`src/rtl/lslf_pkg.sv`:
```
// Shared constants, types and the controller/datapath interface for the line-fit core.
package lslf_pkg;

   localparam int MAX_POINTS  = 256;
   localparam int COORD_WIDTH = 16;
   localparam int CNT_W       = $clog2(MAX_POINTS + 1);
   localparam int SUM_W       = 24;
   localparam int SQ_W        = 40;
   localparam int OPER_W      = 64;
   localparam int WIDE_W      = 128;
   localparam int FRAC_SHIFT  = 17;
   localparam int MUL_CNT_W   = $clog2(OPER_W);
   localparam int DIV_CNT_W   = $clog2(WIDE_W);

   localparam logic [1:0] STATUS_OK       = 2'd0;
   localparam logic [1:0] STATUS_X_FLAT   = 2'd1;
   localparam logic [1:0] STATUS_Y_FLAT   = 2'd2;
   localparam logic [1:0] STATUS_OVERFLOW = 2'd3;

   localparam logic [31:0] SLOPE_ONE = 32'h0001_0000;
   localparam logic [31:0] Q16_MAX   = 32'h7FFF_FFFF;
   localparam logic [31:0] Q16_MIN   = 32'h8000_0000;
   localparam logic [16:0] RSQ_ONE   = 17'h1_0000;

   typedef enum logic [3:0] {
      STEP_DX_A,
      STEP_DX_B,
      STEP_DY_A,
      STEP_DY_B,
      STEP_NS_A,
      STEP_NS_B,
      STEP_NI_A,
      STEP_NI_B,
      STEP_R2_NUM,
      STEP_R2_DEN,
      STEP_DIV_SLOPE,
      STEP_DIV_ICPT,
      STEP_DIV_R2
   } step_type;

   typedef struct packed {
      logic     take;
      logic     mul_go;
      logic     div_go;
      logic     finish;
      step_type step;
   } cmd_type;

   typedef struct packed {
      logic mul_done;
      logic div_done;
   } stat_type;

endpackage

```
`src/rtl/lslf_ctrl.sv`:
```
// Sequencer that steps the shared multiplier and divider through the fit.
module lslf_ctrl (
   input  logic               clock,
   input  logic               reset,
   input  logic               start,
   input  logic               req_last_point,
   input  lslf_pkg::stat_type stat,
   output lslf_pkg::cmd_type  cmd,
   output logic               busy,
   output logic               rsp_valid
);
   import lslf_pkg::*;

   typedef enum logic [1:0] {ST_IDLE, ST_ISSUE, ST_WAIT, ST_FINISH} ctrl_state_type;

   ctrl_state_type state_ff;
   step_type       step_ff;
   logic           valid_ff;
   logic           is_div;
   logic           unit_done;

   assign is_div    = step_ff >= STEP_DIV_SLOPE;
   assign unit_done = is_div ? stat.div_done : stat.mul_done;

   always_ff @(posedge clock) begin
      if (reset) begin
         state_ff <= ST_IDLE;
         step_ff  <= STEP_DX_A;
         valid_ff <= 1'b0;
      end else begin
         valid_ff <= 1'b0;
         case (state_ff)
            ST_IDLE: begin
               if (start && req_last_point) begin
                  state_ff <= ST_ISSUE;
                  step_ff  <= STEP_DX_A;
               end
            end
            ST_ISSUE: state_ff <= ST_WAIT;
            ST_WAIT: begin
               if (unit_done) begin
                  if (step_ff == STEP_DIV_R2) begin
                     state_ff <= ST_FINISH;
                  end else begin
                     step_ff  <= step_type'(step_ff + 1'b1);
                     state_ff <= ST_ISSUE;
                  end
               end
            end
            ST_FINISH: begin
               state_ff <= ST_IDLE;
               valid_ff <= 1'b1;
            end
            default: state_ff <= ST_IDLE;
         endcase
      end
   end

   assign busy       = state_ff != ST_IDLE;
   assign cmd.take   = start && (state_ff == ST_IDLE);
   assign cmd.mul_go = (state_ff == ST_ISSUE) && !is_div;
   assign cmd.div_go = (state_ff == ST_ISSUE) && is_div;
   assign cmd.finish = state_ff == ST_FINISH;
   assign cmd.step   = step_ff;
   assign rsp_valid  = valid_ff;

endmodule

```
`config.mk`:
```
export PLATFORM = sky130hd
export DESIGN_NAME = lslf_ctrl
export DESIGN_NICKNAME = d
export VERILOG_FILES = /design/src/rtl/lslf_pkg.sv /design/src/rtl/lslf_ctrl.sv
export SDC_FILE = /design/constraint.sdc
export NUM_CORES = 1
export LEC_CHECK = 0
export BUFFER_PORTS_ARGS = -buffer_cell sky130_fd_sc_hd__buf_2
export CORE_MARGIN = 1
export CORE_UTILIZATION = 28
export CTS_CLUSTER_SIZE = 14
export DETAILED_ROUTE_END_ITERATION = 10
export GPL_ROUTABILITY_DRIVEN = 0
export GPL_TIMING_DRIVEN = 0
export PLACE_DENSITY = 0.6
export SLEW_MARGIN = 20
export SYNTH_ARGS = -nofsm -noshare
export SYNTH_HDL_FRONTEND = slang
export SYNTH_SLANG_ARGS = --single-unit
export TNS_END_PERCENT = 5
```
`constraint.sdc`:
```
create_clock -name clock -period 2.04 [get_ports clock]
set_input_delay 0.306 -clock clock [delete_from_list [all_inputs] [get_ports clock]]
set_output_delay 0.306 -clock clock [all_outputs]
set_load 0.03 [all_outputs]
```
=== Word-level counts from Yosys, hierarchy flattened ===
Index checks and enable logic that the tools add are counted.

* Output and inout port bits: 10
* Register bits after elaboration: 7

* Add/sub/neg operators: 1
* Equal/unequal tests: 7
* Order comparisons: 1
* Reduce and logical (&&, ||, !) cells: 10
* Muxes and demuxes: 10

{| class="wikitable"
|+ Operators by type and width
! operator !! count
|-
| $mux W4 || 3
|-
| $pmux W2 S4 || 1
|-
| $pmux W4 S2 || 1
|-
| $mux W2 || 3
|-
| $ne A2 B2 Y1 const B || 3
|-
| $add A4 B1 Y4 const B || 1
|-
| $eq A2 B2 Y1 const B || 2
|-
| $eq A4 B4 Y1 const B || 1
|-
| $ge A4 B4 Y1 const B || 1
|-
| $logic_and A1 B1 Y1 || 4
|-
| $reduce_and A4 Y1 || 1
|-
| $reduce_bool A2 Y1 || 2
|-
| $eq A2 B1 Y1 const B || 1
|-
| $logic_not A2 Y1 || 1
|-
| $mux W1 || 2
|-
| $reduce_and A2 Y1 || 1
|-
| $logic_not A1 Y1 || 1
|}

=== Depth between registers and ports, before layout ===
* Depth in word-level cells: 4
* Mapped depth: 6

=== Least setup slack after synthesis ===
OpenSTA, ideal clock, no wires.

* Kind: register -> output
* From: reg step_ff[0]
* To: out cmd[6] (netlist bit)
* Stages on the path, launching flop included: 5
* Path slack: 0.113 ns
* Data required time: 1.734 ns
* Data arrival time: 1.621 ns
* Cells stage by stage: dfxtp_1 > inv_1 > ha_1 > o31ai_4 > nor2b_1

{| class="wikitable"
|+ RTL lines
! element !! RTL line !! RTL
|-
| from (decl) || lslf_ctrl.sv:17 || <nowiki>step_type step_ff;</nowiki>
|-
| from (signal assigned) || lslf_ctrl.sv:45 || <nowiki>step_ff <= step_type'(step_ff + 1'b1);</nowiki>
|-
| to (decl) || lslf_ctrl.sv:8 || <nowiki>output lslf_pkg::cmd_type cmd,</nowiki>
|}

==> results.toml <==
[place]
placed_cells_incl_taps = 81
portBuffers = 15

[global_routing]
grt_start_max_net_pins = 9
grt_pass1_wl_mm = 1.46
antenna_violations_before_repair = 0
first_global_vias = 341
overflow = 0
grt_usage = 0.145

[route]
ant_nets = 0
avgViaCountPerCell = 4.95
drc_errors = 0
drt_first_iter_violations = 1
detail_route.wirelength_um = 956
firstDrtPassIters = 2
avgRoutedWirePerCell_um = 11.2
vias = 421

[synthesis]
synthesis.area_um2 = 427
synthesis.area_per_instance_um2 = 8.37
synth_cell_types = 25
postSynthNetCount = 60
post_syn_instances = 51
synth.yosys.warnings = 0
synth.ff_latch_count = 7
synth_seq_area_share = 0.328

[timing]
finalHoldViolCount = 0
fin_setup_tns_ns = 0
worst_clock_skew_ns = 0.00341
finalCriticalPeriod_ns = 1.83
finalSetupViolCount = 0
grt_setup_unrepaired = "no"
timing.fmax_ghz = 0.545
fin_crit_sh = 0.899
maxSlewViolCount = 0
max_slew_margin = 0.773
max_slew.worst_pin.slew_ns = 0.340

[worst_setup_path]
worst_r2r_start = "step_ff[0]"
timing.critical_path.fanout_max = 6
worstSetupPathType = "reg -> out"
startpoint_class_of_the_critical_path = "flip-flop"
setup.worst_path.end_class = "primary output"
crit_start = "step_ff[0]"
timing.critical_path.arrival_ns = 1.53
cp_data_required_time_ns = 1.73

[clocking]
clock_latency_ns = 0.25
cts-htree-levels = 1
cts.sinks = 7
path_clk_slew_ns = 0.05
cts.path.max_buffers = 2
cts.root.buffer_cell = "sky130_fd_sc_hd__clkbuf_4"
numCtsBuffers = 3
cts_tree = "yes"
holdBufCountCts = 0

[cells_and_area]
fillerInstances = 153
finish.net_count = 80
final_layout_size_suffix_gt1_frac = 0.300
area_overhead_of_the_layout_relative_to_synthesis_pct = 28.4
antennaDiodeCount = 0
stdcell_count = 85

[floorplan]
core-area_um2 = 1370
dieHeight_um = 41.0
floorplan.rows = 13
floorplan.io_pins = 16
effective_utilization_at_floorplan = 0.312
fp.dieArea_um2 = 1680
die_width_um = 41.0

[run]
max-cap-violations = 0

[hold_path]
min-delay-start = "reset"
hold_path_class = "in -> reg"

[outcome]
status = "complete, no violations"

[power_and_ir_drop]
peak_ir_drop_on_the_vdd_network_v = 0.000279
cellLeakagePower_nw = 0.255
power_density_cells_nw_per_um2 = 586
logic make-up after synthesis:
kind of cell               share of synthesized area
buffers and inverters                         0.0440
AOI/OAI and AO/OA                              0.293
and+or+nand+nor                                0.246
DFF                                            0.328
adders and majority gates                     0.0880
power by group:
part / leakage (nW) / total [mW] / switching, mW / internal [mW]
Sequential: 0.0572 / 0.144 / 0.00369 / 0.140
Combinational: 0.182 / 0.0499 / 0.0324 / 0.0175
Clock: 0.0150 / 0.127 / 0.0526 / 0.0747
worst max-delay path: stages, from the launching register on:
cell,delay [ns]
sky130_fd_sc_hd__dfxtp_2,0.36
sky130_fd_sc_hd__inv_1,0.07
sky130_fd_sc_hd__ha_1,0.23
sky130_fd_sc_hd__o31ai_4,0.26
sky130_fd_sc_hd__nor2b_1,0.16
sky130_fd_sc_hd__buf_2,0.20
cell usage after synthesis:
master,count,area (um2)
sky130_fd_sc_hd__and2_1,1,6.26
sky130_fd_sc_hd__nand2_1,3,11.3
sky130_fd_sc_hd__o31ai_1,1,7.51
sky130_fd_sc_hd__or4_1,1,7.51
sky130_fd_sc_hd__dfxtp_1,7,140
sky130_fd_sc_hd__a221oi_1,1,8.76
sky130_fd_sc_hd__or2_0,1,6.26
sky130_fd_sc_hd__o311a_1,1,10.0
sky130_fd_sc_hd__nor2_1,3,11.3
sky130_fd_sc_hd__a211oi_1,2,15.0
sky130_fd_sc_hd__or2_2,1,6.26
sky130_fd_sc_hd__a22oi_1,1,7.51
sky130_fd_sc_hd__and3_1,1,6.26
sky130_fd_sc_hd__inv_1,5,18.8
sky130_fd_sc_hd__a21oi_1,5,25.0
sky130_fd_sc_hd__o21ai_0,2,10.0
sky130_fd_sc_hd__nor3_1,1,5.00
sky130_fd_sc_hd__ha_1,3,37.5
sky130_fd_sc_hd__nand2b_1,2,12.5
sky130_fd_sc_hd__nor2b_1,3,18.8
sky130_fd_sc_hd__o31ai_4,1,21.3
sky130_fd_sc_hd__nand3b_1,1,7.51
sky130_fd_sc_hd__o21bai_1,1,7.51
sky130_fd_sc_hd__or3_1,1,6.26
sky130_fd_sc_hd__a31oi_1,2,12.5
sequential cells by signal, summed over array words and instances (netlist names):
register   cells
state_ff       2
step_ff        4
rsp_valid      1
repair_timing:
action                                  in CTS  in global routing
endpoints found under the setup margin       0                  1
buffers inserted                             0                  0
resized for setup                            0                  1
metal layers:
layer,part of all wire,track usage
met1,0.48,0.162
met2,0.43,0.199
met3,0.085,0.103
met4,0,0.0750
met5,0,0
through the flow:
| stage | instance area [um2] | hold WS, ns | utilization | worst slack, ns | power (mW) |
|---|---|---|---|---|---|
| 2_1_floorplan | 427 | 0.375 | - | 0.113 | 0.178 |
| 3_3_place_gp | 520 | 0.535 | 0.381 | 0.325 | 0.196 |
| 3_5_place_dp | 520 | 0.548 | 0.381 | 0.302 | 0.197 |
| 4_1_cts | 547 | 0.313 | 0.400 | 0.119 | 0.327 |
| 5_1_grt | 548 | 0.302 | 0.401 | 0.0623 | 0.343 |
| 6_report | 548 | 0.313 | 0.401 | 0.206 | 0.321 |
final cells by class:
| class | count | area [um2] | area share |
|---|---|---|---|
| multi-input cells | 39 | 268 | 0.489 |
| clock buffers | 4 | 26.3 | 0.0479 |
| repair buffers | 15 | 75.1 | 0.137 |
| flip-flops and latches | 7 | 141 | 0.258 |
| inverters | 5 | 18.8 | 0.0342 |
| well taps | 15 | 18.8 | 0.0342 |
path summary, 6_finish.rpt:
path / endpoint / slack [ns] / depth (start not counted)
setup / recovery: cmd[6] / 0.21 / 5
hold / removal: step_ff[0] / 0.31 / 2
setup reg to reg: step_ff[2] / 0.36 / 6
hold reg to reg: step_ff[0] / 0.52 / 2
cell usage in the layout, fill, tap and decap left out, types with 2 or more instances in the layout:
| cell type | Yosys | layout |
|---|---|---|
| sky130_fd_sc_hd__nand2b_1 | 2 | 2 |
| sky130_fd_sc_hd__a21oi_1 | 5 | 5 |
| sky130_fd_sc_hd__ha_1 | 3 | 3 |
| sky130_fd_sc_hd__nand2_1 | 3 | 3 |
| sky130_fd_sc_hd__o21ai_0 | 2 | 2 |
| sky130_fd_sc_hd__a211oi_1 | 2 | 2 |
| sky130_fd_sc_hd__clkbuf_4 | 0 | 3 |
| sky130_fd_sc_hd__inv_1 | 5 | 5 |
| sky130_fd_sc_hd__a31oi_1 | 2 | 2 |
| sky130_fd_sc_hd__nor2_1 | 3 | 3 |
| sky130_fd_sc_hd__buf_2 | 0 | 15 |
| sky130_fd_sc_hd__nor2b_1 | 3 | 3 |
| sky130_fd_sc_hd__dfxtp_1 | 7 | 6 |
(Power assumes the default switching activity.)
